<file path="src/key_ring_rotation_table_macros.svh">
// ============================================================================
// Assertion macros for the key ring rotation table.
// ============================================================================
`ifndef KEY_RING_ROTATION_TABLE_MACROS_SVH
`define KEY_RING_ROTATION_TABLE_MACROS_SVH

// Implication checked on every clock edge while out of reset.
`define KRRT_ASSERT_IMP(label, clk_s, rst_s, ante, cons) \
    label: assert property (@(posedge clk_s) disable iff (!rst_s) (ante) |-> (cons)) \
        else $error("key ring rotation table check failed");

// Next-cycle implication checked while out of reset.
`define KRRT_ASSERT_NEXT(label, clk_s, rst_s, ante, cons) \
    label: assert property (@(posedge clk_s) disable iff (!rst_s) (ante) |=> (cons)) \
        else $error("key ring rotation table sequencing check failed");

`endif

</file>
<file path="src/krrt_pkg.sv">
// ============================================================================
// krrt_pkg
// Shared widths, entry type and command codes of the key ring rotation table.
// ============================================================================
package krrt_pkg;

    localparam int NUM_SLOTS  = 4;
    localparam int SLOT_W     = $clog2(NUM_SLOTS);
    localparam int CNT_W      = $clog2(NUM_SLOTS + 1);
    localparam int TIME_W     = 48;
    localparam int REG_W      = 24;
    localparam int KEY_W      = 256;

    localparam logic CMD_ROTATE = 1'b0;
    localparam logic CMD_READ   = 1'b1;

    localparam logic CFG_ROTATE_PERIOD = 1'b0;
    localparam logic CFG_VERIFY_TAIL   = 1'b1;

    // One table entry as held in the memory.
    typedef struct packed {
        logic [KEY_W-1:0]  key;
        logic [TIME_W-1:0] created;
        logic [TIME_W-1:0] expires;
    } entry_t;

endpackage

</file>
<file path="src/krrt_entry_ram.sv">
// ============================================================================
// krrt_entry_ram
// Synchronous entry memory: one write port, one read port, registered read.
// ============================================================================
module krrt_entry_ram
    import krrt_pkg::*;
(
    input  logic              clk,
    input  logic              wr_en,
    input  logic [SLOT_W-1:0] wr_addr,
    input  entry_t            wr_data,
    input  logic [SLOT_W-1:0] rd_addr,
    output entry_t            rd_data
);

    entry_t mem [NUM_SLOTS];

    // Write port.
    always_ff @(posedge clk)
    begin
        if (wr_en)
        begin
            mem[wr_addr] <= wr_data;
        end
    end

    // Registered read port.
    always_ff @(posedge clk)
    begin
        rd_data <= mem[rd_addr];
    end

endmodule

</file>
<file path="src/key_ring_rotation_table.sv">
// ============================================================================
// key_ring_rotation_table
// Newest-first table of 256-bit keys with pruning of expired entries and
// rotation of a fresh key in at the front.
// ============================================================================
// Channel  Direction  Handshake
// in       input      in_valid / in_ready
// out      output     out_valid / out_ready
// cfg      input      cfg_we (no wait)
//
// A read returns its result word through one memory read in ST_RD_WAIT and
// the result register, loaded in ST_RD_DONE.
// A rotate walks the table through the single read port: a read and a check
// per held slot for pruning, a read of the front slot to check the due time,
// then a read and a write per moved slot and a final write to insert, or a
// finish step without an insertion.
// Reset clears the count and state and sets both config registers to 86400;
// memory entries beyond the count are never used, so the memory needs no clearing pass.
// A stalled result holds in the output register; a new word waits meanwhile
// and is taken at the earliest the cycle after the result word leaves.
// ============================================================================
module key_ring_rotation_table
    import krrt_pkg::*;
(
    input  logic          clk,
    input  logic          rst_n,
    input  logic          cfg_we,
    input  logic          cfg_index,
    input  logic [23:0]   cfg_data,
    input  logic          in_valid,
    output logic          in_ready,
    input  logic          command,
    input  logic [47:0]   now_time,
    input  logic          fresh_ok,
    input  logic [63:0]   fresh_word0,
    input  logic [63:0]   fresh_word1,
    input  logic [63:0]   fresh_word2,
    input  logic [63:0]   fresh_word3,
    input  logic [1:0]    slot_index,
    output logic          out_valid,
    input  logic          out_ready,
    output logic          changed,
    output logic [2:0]    entry_count,
    output logic [2:0]    pruned_count,
    output logic          slot_valid,
    output logic [63:0]   slot_word0,
    output logic [63:0]   slot_word1,
    output logic [63:0]   slot_word2,
    output logic [63:0]   slot_word3,
    output logic [47:0]   slot_created,
    output logic [47:0]   slot_expires
);

`include "key_ring_rotation_table_macros.svh"

    localparam logic [3:0] ST_IDLE    = 4'd0;
    localparam logic [3:0] ST_RD_WAIT = 4'd1;
    localparam logic [3:0] ST_RD_DONE = 4'd2;
    localparam logic [3:0] ST_PR_REQ  = 4'd3;
    localparam logic [3:0] ST_PR_CHK  = 4'd4;
    localparam logic [3:0] ST_DUE_REQ = 4'd5;
    localparam logic [3:0] ST_DUE_CHK = 4'd6;
    localparam logic [3:0] ST_SH_REQ  = 4'd7;
    localparam logic [3:0] ST_SH_WR   = 4'd8;
    localparam logic [3:0] ST_INSERT  = 4'd9;
    localparam logic [3:0] ST_FINISH  = 4'd10;

    logic [3:0]        state_reg, state_next;
    logic [REG_W-1:0]  period_reg, tail_reg;
    logic [CNT_W-1:0]  count_reg, count_next;
    logic [CNT_W-1:0]  idx_reg, idx_next;
    logic [CNT_W-1:0]  kept_reg, kept_next;
    logic              fresh_ok_reg;
    logic [KEY_W-1:0]  fresh_key_reg;
    logic [TIME_W-1:0] now_reg;
    logic [SLOT_W-1:0] slot_reg;
    logic              out_valid_reg;
    logic              res_load;
    logic              res_changed_next;
    logic [CNT_W-1:0]  res_pruned_next;
    logic              res_slot_valid_next;
    entry_t            res_entry_next;
    logic              res_changed_reg;
    logic [CNT_W-1:0]  res_count_reg, res_pruned_reg;
    logic              res_slot_valid_reg;
    entry_t            res_entry_reg;

    logic              wr_en;
    logic [SLOT_W-1:0] wr_addr, rd_addr;
    entry_t            wr_data, rd_data;

    logic [TIME_W+1:0] exp_sum;
    logic [TIME_W:0]   due_sum;
    logic [CNT_W-1:0]  keep_cnt;

    krrt_entry_ram u_ram (
        .clk    (clk),
        .wr_en  (wr_en),
        .wr_addr(wr_addr),
        .wr_data(wr_data),
        .rd_addr(rd_addr),
        .rd_data(rd_data)
    );

    assign in_ready = (state_reg == ST_IDLE) && !out_valid_reg;

    // Saturating expiry for the fresh key and due time of the front entry.
    assign exp_sum  = {2'b00, now_reg} + {{(TIME_W-REG_W+2){1'b0}}, period_reg}
                    + {{(TIME_W-REG_W+2){1'b0}}, tail_reg};
    assign due_sum  = {1'b0, rd_data.created} + {{(TIME_W-REG_W+1){1'b0}}, period_reg};
    assign keep_cnt = (kept_reg < CNT_W'(NUM_SLOTS)) ? kept_reg : CNT_W'(NUM_SLOTS - 1);

    // Sequencer: reads one slot at a time, writes back the moved entry.
    always_comb
    begin
        state_next          = state_reg;
        count_next          = count_reg;
        idx_next            = idx_reg;
        kept_next           = kept_reg;
        wr_en               = 1'b0;
        wr_addr             = kept_reg[SLOT_W-1:0];
        wr_data             = rd_data;
        rd_addr             = idx_reg[SLOT_W-1:0];
        res_load            = 1'b0;
        res_changed_next    = 1'b0;
        res_pruned_next     = '0;
        res_slot_valid_next = 1'b0;
        res_entry_next      = '0;
        unique case (state_reg)
            ST_IDLE:
            begin
                rd_addr = slot_index[SLOT_W-1:0];
                if (in_valid && in_ready)
                begin
                    idx_next  = '0;
                    kept_next = '0;
                    state_next = (command == CMD_READ) ? ST_RD_WAIT : ST_PR_REQ;
                end
            end
            ST_RD_WAIT:
            begin
                rd_addr    = slot_reg;
                state_next = ST_RD_DONE;
            end
            ST_RD_DONE:
            begin
                res_load = 1'b1;
                if (CNT_W'(slot_reg) < count_reg)
                begin
                    res_slot_valid_next = 1'b1;
                    res_entry_next      = rd_data;
                end
                state_next = ST_IDLE;
            end
            ST_PR_REQ:
            begin
                state_next = (idx_reg < count_reg) ? ST_PR_CHK : ST_DUE_REQ;
            end
            ST_PR_CHK:
            begin
                // Keep survivors, compacting them toward the front.
                if (now_reg < rd_data.expires)
                begin
                    wr_en     = 1'b1;
                    kept_next = kept_reg + 1'b1;
                end
                idx_next   = idx_reg + 1'b1;
                state_next = ST_PR_REQ;
                rd_addr    = idx_next[SLOT_W-1:0];
            end
            ST_DUE_REQ:
            begin
                rd_addr    = '0;
                state_next = ST_DUE_CHK;
            end
            ST_DUE_CHK:
            begin
                if (fresh_ok_reg && ((kept_reg == '0) || ({1'b0, now_reg} >= due_sum)))
                begin
                    idx_next   = keep_cnt;
                    state_next = ST_SH_REQ;
                end
                else
                begin
                    state_next = ST_FINISH;
                end
            end
            ST_SH_REQ:
            begin
                // Read slot idx-1 to move it down to idx.
                rd_addr    = idx_reg[SLOT_W-1:0] - 1'b1;
                state_next = (idx_reg == '0) ? ST_INSERT : ST_SH_WR;
            end
            ST_SH_WR:
            begin
                wr_en      = 1'b1;
                wr_addr    = idx_reg[SLOT_W-1:0];
                idx_next   = idx_reg - 1'b1;
                state_next = ST_SH_REQ;
            end
            ST_INSERT:
            begin
                wr_en           = 1'b1;
                wr_addr         = '0;
                wr_data.key     = fresh_key_reg;
                wr_data.created = now_reg;
                wr_data.expires = exp_sum[TIME_W+1:TIME_W] != 2'b00 ? '1 : exp_sum[TIME_W-1:0];
                res_load         = 1'b1;
                res_changed_next = 1'b1;
                res_pruned_next  = count_reg - kept_reg;
                count_next       = keep_cnt + 1'b1;
                state_next       = ST_IDLE;
            end
            ST_FINISH:
            begin
                res_load         = 1'b1;
                res_changed_next = (count_reg != kept_reg);
                res_pruned_next  = count_reg - kept_reg;
                count_next       = kept_reg;
                state_next       = ST_IDLE;
            end
            default:
            begin
                state_next = ST_IDLE;
            end
        endcase
    end

    // Control registers.
    always_ff @(posedge clk or negedge rst_n)
    begin
        if (!rst_n)
        begin
            state_reg     <= ST_IDLE;
            count_reg     <= '0;
            idx_reg       <= '0;
            kept_reg      <= '0;
            out_valid_reg <= 1'b0;
            period_reg    <= REG_W'(86400);
            tail_reg      <= REG_W'(86400);
        end
        else
        begin
            state_reg <= state_next;
            count_reg <= count_next;
            idx_reg   <= idx_next;
            kept_reg  <= kept_next;
            if (res_load)
            begin
                out_valid_reg <= 1'b1;
            end
            else if (out_ready)
            begin
                out_valid_reg <= 1'b0;
            end
            if (cfg_we)
            begin
                if (cfg_index == CFG_ROTATE_PERIOD)
                begin
                    period_reg <= cfg_data;
                end
                else
                begin
                    tail_reg <= cfg_data;
                end
            end
        end
    end

    // Captured item and result word.
    always_ff @(posedge clk)
    begin
        if (in_valid && in_ready)
        begin
            now_reg       <= now_time;
            fresh_ok_reg  <= fresh_ok;
            fresh_key_reg <= {fresh_word3, fresh_word2, fresh_word1, fresh_word0};
            slot_reg      <= slot_index[SLOT_W-1:0];
        end
        if (res_load)
        begin
            res_changed_reg    <= res_changed_next;
            res_pruned_reg     <= res_pruned_next;
            res_count_reg      <= count_next;
            res_slot_valid_reg <= res_slot_valid_next;
            res_entry_reg      <= res_entry_next;
        end
    end

    assign out_valid    = out_valid_reg;
    assign changed      = res_changed_reg;
    assign entry_count  = 3'(res_count_reg);
    assign pruned_count = 3'(res_pruned_reg);
    assign slot_valid   = res_slot_valid_reg;
    assign slot_word0   = res_entry_reg.key[63:0];
    assign slot_word1   = res_entry_reg.key[127:64];
    assign slot_word2   = res_entry_reg.key[191:128];
    assign slot_word3   = res_entry_reg.key[255:192];
    assign slot_created = res_entry_reg.created;
    assign slot_expires = res_entry_reg.expires;

    `KRRT_ASSERT_IMP(a_count_range, clk, rst_n, 1'b1, count_reg <= CNT_W'(NUM_SLOTS))
    `KRRT_ASSERT_IMP(a_kept_le_count, clk, rst_n, state_reg != ST_IDLE, kept_reg <= count_reg)
    `KRRT_ASSERT_NEXT(a_accept_leaves_idle, clk, rst_n, in_valid && in_ready,
        state_reg != ST_IDLE)

endmodule

</file>
<file path="config.mk">
export PLATFORM = sky130hd
export DESIGN_NAME = key_ring_rotation_table
export DESIGN_NICKNAME = d
export VERILOG_FILES = /design/src/krrt_pkg.sv /design/src/krrt_entry_ram.sv /design/src/key_ring_rotation_table.sv
export VERILOG_INCLUDE_DIRS = /design/src /design/src/src
export SDC_FILE = /design/constraint.sdc
export NUM_CORES = 2
export LEC_CHECK = 0
export BUFFER_PORTS_ARGS = -buffer_cell sky130_fd_sc_hd__buf_4
export CAP_MARGIN = 20
export CORE_MARGIN = 1.5
export CORE_UTILIZATION = 41
export DETAILED_ROUTE_END_ITERATION = 7
export HOLD_SLACK_MARGIN = 0.15
export PLACE_DENSITY_LB_ADDON = 0.25
export SLEW_MARGIN = 20
export SYNTH_ARGS = -nofsm -noshare
export SYNTH_HDL_FRONTEND = slang
export SYNTH_HIERARCHICAL = 1
export SYNTH_SLANG_ARGS = --single-unit
</file>
<file path="constraint.sdc">
create_clock -name clk -period 54.6 [get_ports clk]
set_clock_uncertainty 0.1 [all_clocks]
set_input_delay 2.73 -clock clk [delete_from_list [all_inputs] [get_ports clk]]
set_output_delay 2.73 -clock clk [all_outputs]
set_load 0.05 [all_outputs]
</file>
==> run_results.csv <==
group,metric,value,unit
power_and_ir_drop,leakagePower,40.20,nW
clock_network,cts_sinks,2489,
floorplan,start_util,0.4139,
sta,period_share,0.1497,
setup_path,slowest_stage,"buf_4",
final_layout,fill_cells,18810,
routing,route.vias.total,48310,
logic_synthesis,synth_area,93360,um^2
global_route,antenna_found_initial,15,
floorplan,die_area,230600,um^2
routing,routed_wl,220800,um
flow_run,drv_cap,0,
global_route,grt_max_degree,132,
sta,hold_violations,0,
routing,drtPass1Iterations,5,
floorplan,coreArea,225500,um^2
routing,drtIter0Drc,4093,
setup_path,cp_common_cell,"buf_4",
clock_network,cts_tree,"built",
setup_path,arrival,8.80,ns
clock_network,hold_buffers,0,
logic_synthesis,synth_flop_cell,"edfxtp_1",
setup_path,critPathRequiredTime,55.22,ns
sta,worst_pin_slew,1.176,ns
final_layout,final_common_cell,"edfxtp_1",
clock_network,path_clk_slew,0.06,ns
final_layout,stdcell_area,111100,um^2
logic_synthesis,synthArstFlopShare,0.02491,
final_layout,synthToLayoutAreaGrowth,18.95,%
logic_synthesis,synth_edf_count,2075,
logic_synthesis,synth-seq-cells,2489,
final_layout,final_cell_mix,"edfxtp_1, nand2_1, buf_4",
clock_network,clock_latency,0.90,ns
sta,slew_viol_final,0,
clock_network,root_buffer,"clkbuf_16",
final_layout,layout-drive-gt1-share,0.2500,
sta,fin_crit,8.175,ns
final_layout,largest_reg_flops,1408,
placed_design,place.port_buffers,699,
clock_network,cts_resized,0,
power_and_ir_drop,total_power,7.109,mW
power_and_ir_drop,internal-power,4.750,mW
clock_network,cts_setup_buffers,0,
global_route,first_global_vias,49310,
clock_network,cts.path.max_buffers,4,
outcome,status,"finished clean",
floorplan,rows,174,
clock_network,htree_num_levels,5,
logic_synthesis,synth_cell_type_count,70,
global_route,grt_pass1_wl,324200,um
sta,setup-tns-final,0,ns
setup_path,end_kind,"flop",
routing,postRouteAntennaNets,0,
power_and_ir_drop,swShare,0.3319,
sta,setup_viol,0,
power_and_ir_drop,power_frac_comb,0.318,
logic_synthesis,yosysSeqAreaShare,0.7597,
global_route,overflow,0,
floorplan,die-width,480.2,um
setup_path,critPathMaxStageDelay,0.84,ns
logic_synthesis,synth.avg_cell_area,17.43,um^2
floorplan,num_io_pins,700,
routing,via_per_inst,5.144,
floorplan,die_y,480.2,um
hold_path,hold_class,"flop to flop",
power_and_ir_drop,p_clk_frac,0.262,
sta,fmax,122.3,MHz
sta,relSlewSlack,0.2162,
power_and_ir_drop,p_per_area,64.02,nW/um^2
global_route,track_usage,0.1891,
placed_design,postPlaceCellArea,101900,um^2
setup_path,path_class,"input port to flop",
power_and_ir_drop,seqPwrFrac,0.420,
logic_synthesis,ys_warn_count,6,
final_layout,final_nets,6709,
setup_path,path_cells,"buf_4 > mux2i_1 > nor2_1 > a31oi_1 > nor2_1 > a41oi_1 > o22ai_4 > buf_4 > buf_4 > buf_4 > buf_4 > buf_4 > mux4_2",
placed_design,gp_congestion,0.8437,
routing,drc,0,
clock_network,cts_made_buffers,279,
power_and_ir_drop,switching_power,2.359,mW
placed_design,dpl.hpwl,135600,um
logic_synthesis,syn_inst,5355,
logic_synthesis,syn-num-nets,5874,
sta,rsz0062_at_grt,"no",
setup_path,start_kind,"input port",
power_and_ir_drop,ir_drop,0.04238,mV
routing,wl_per_cell,23.51,um
setup_path,path_max_fanout,44,
-- layer usage --
| metal | wire length (um) | vias to the layer above | track usage |
|---|---|---|---|
| met4 | 7825 | 14 | 0.06919 |
| met3 | 13880 | 386 | 0.03801 |
| met1 | 98440 | 24520 | 0.2703 |
| li1 | - | 21830 | - |
| met5 | 97 | - | 0 |
| met2 | 100500 | 1555 | 0.2873 |
-- cell families (layout without fill, tap and decap cells) --
kind of cell | count (synthesis) | after routing | synth area share
DFF | 2489 | 2489 | 0.7597
and+or+nand+nor | 1573 | 1573 | 0.07671
muxes | 406 | 406 | 0.09134
AOI/OAI and AO/OA | 323 | 323 | 0.02261
buffers and inverters | 303 | 1343 | 0.01575
adders and majority gates | 181 | 181 | 0.02643
xor gates and xnor gates | 80 | 80 | 0.007505
other | 0 | 3 | 0
-- power by group through the flow --
stage               logic, mW  registers [mW]  clock network, mW
floorplan                1.37            3.41                  0
detailed placement       2.29            3.02                  0
global route             2.46            3.03               1.98
finish                   2.26            2.99               1.86
global placement         2.25            3.02                  0
CTS                      2.30            2.99               1.91
-- path summary, 6_finish.rpt --
kind | depth (start not counted) | slack, ns | startpoint | end
worst max-delay path | 13 | 46.42 | slot_index[0] | u_ram/rd_data[168]$_DFF_P_
worst min-delay path | 1 | 0.40 | u_ram/mem[3][338]$_DFFE_PP_ | u_ram/rd_data[338]$_DFF_P_
worst max register to register | 20 | 47.41 | period_reg[0]$_DFFE_PN0P_ | idx_reg[0]$_DFFE_PN0P_
worst min register to register | 1 | 0.40 | u_ram/mem[3][338]$_DFFE_PP_ | u_ram/rd_data[338]$_DFF_P_
max in group asynchronous | 1 | 51.87 | rst_n | tail_reg[19]$_DFFE_PN0P_
min in group asynchronous | 1 | 1.90 | rst_n | out_valid$_DFFE_PN0P_
-- synthesized netlist by cell type (10+ instances only) --
| cell | n | area, um^2 |
|---|---|---|
| a21oi_1 | 100 | 500.5 |
| mux2_2 | 47 | 529.3 |
| nand2_1 | 993 | 3727 |
| buf_6 | 33 | 371.6 |
| and3_1 | 19 | 118.9 |
| mux4_2 | 352 | 7928 |
| nor2_1 | 67 | 251.5 |
| dfstp_2 | 10 | 262.8 |
| nor3_1 | 21 | 105.1 |
| buf_2 | 56 | 280.3 |
| o21a_1 | 13 | 97.59 |
| nand3_1 | 31 | 155.2 |
| a22oi_1 | 38 | 285.3 |
| inv_1 | 89 | 334.1 |
| o31ai_1 | 10 | 75.07 |
| xnor2_1 | 41 | 359.1 |
| clkbuf_1 | 115 | 431.7 |
| a21o_1 | 26 | 195.2 |
| nor2b_1 | 15 | 93.84 |
| dfxtp_1 | 352 | 7047 |
| nand4_1 | 26 | 162.7 |
| edfxtp_1 | 2075 | 62310 |
| dfrtp_1 | 52 | 1301 |
| xor2_1 | 39 | 341.6 |
| a211oi_1 | 13 | 97.59 |
| ha_1 | 154 | 1927 |
| and2_1 | 358 | 2240 |
| fa_1 | 27 | 540.5 |
| nor4_1 | 10 | 62.56 |
| o21ai_0 | 53 | 265.3 |
-- through the flow --
stage	cells	utilization	hold slack [ns]	setup WS, ns
2_1_floorplan	5355	-	0.3794	25.51
3_3_place_gp	8900	0.4518	0.3930	45.14
3_5_place_dp	8901	0.4519	0.3978	45.16
4_1_cts	9387	0.4923	0.3977	46.15
5_1_grt	9390	0.4924	0.4136	45.69
6_report	9390	0.4924	0.3990	46.42
-- cell type report --
type / instances / area (um^2) / area share
Multi-Input combinational cell: 2563 / 21050 / 0.1895
Clock inverter: 111 / 1341 / 0.01208
Sequential cell: 2489 / 70920 / 0.6386
Inverter: 89 / 341.6 / 0.003076
Timing Repair Buffer: 768 / 5866 / 0.05282
Clock buffer: 375 / 7782 / 0.07008
Antenna cell: 3 / 7.507 / 0.00006760
Tap cell: 2992 / 3744 / 0.03371
-- worst max-delay path, delay by kind of cell --
kind	cells	cell delay, ns
buffers and inverters	6	4.08
AOI/OAI and AO/OA	3	0.89
muxes	2	0.67
and+or+nand+nor	2	0.25
Power figures use the tool's default switching activity.
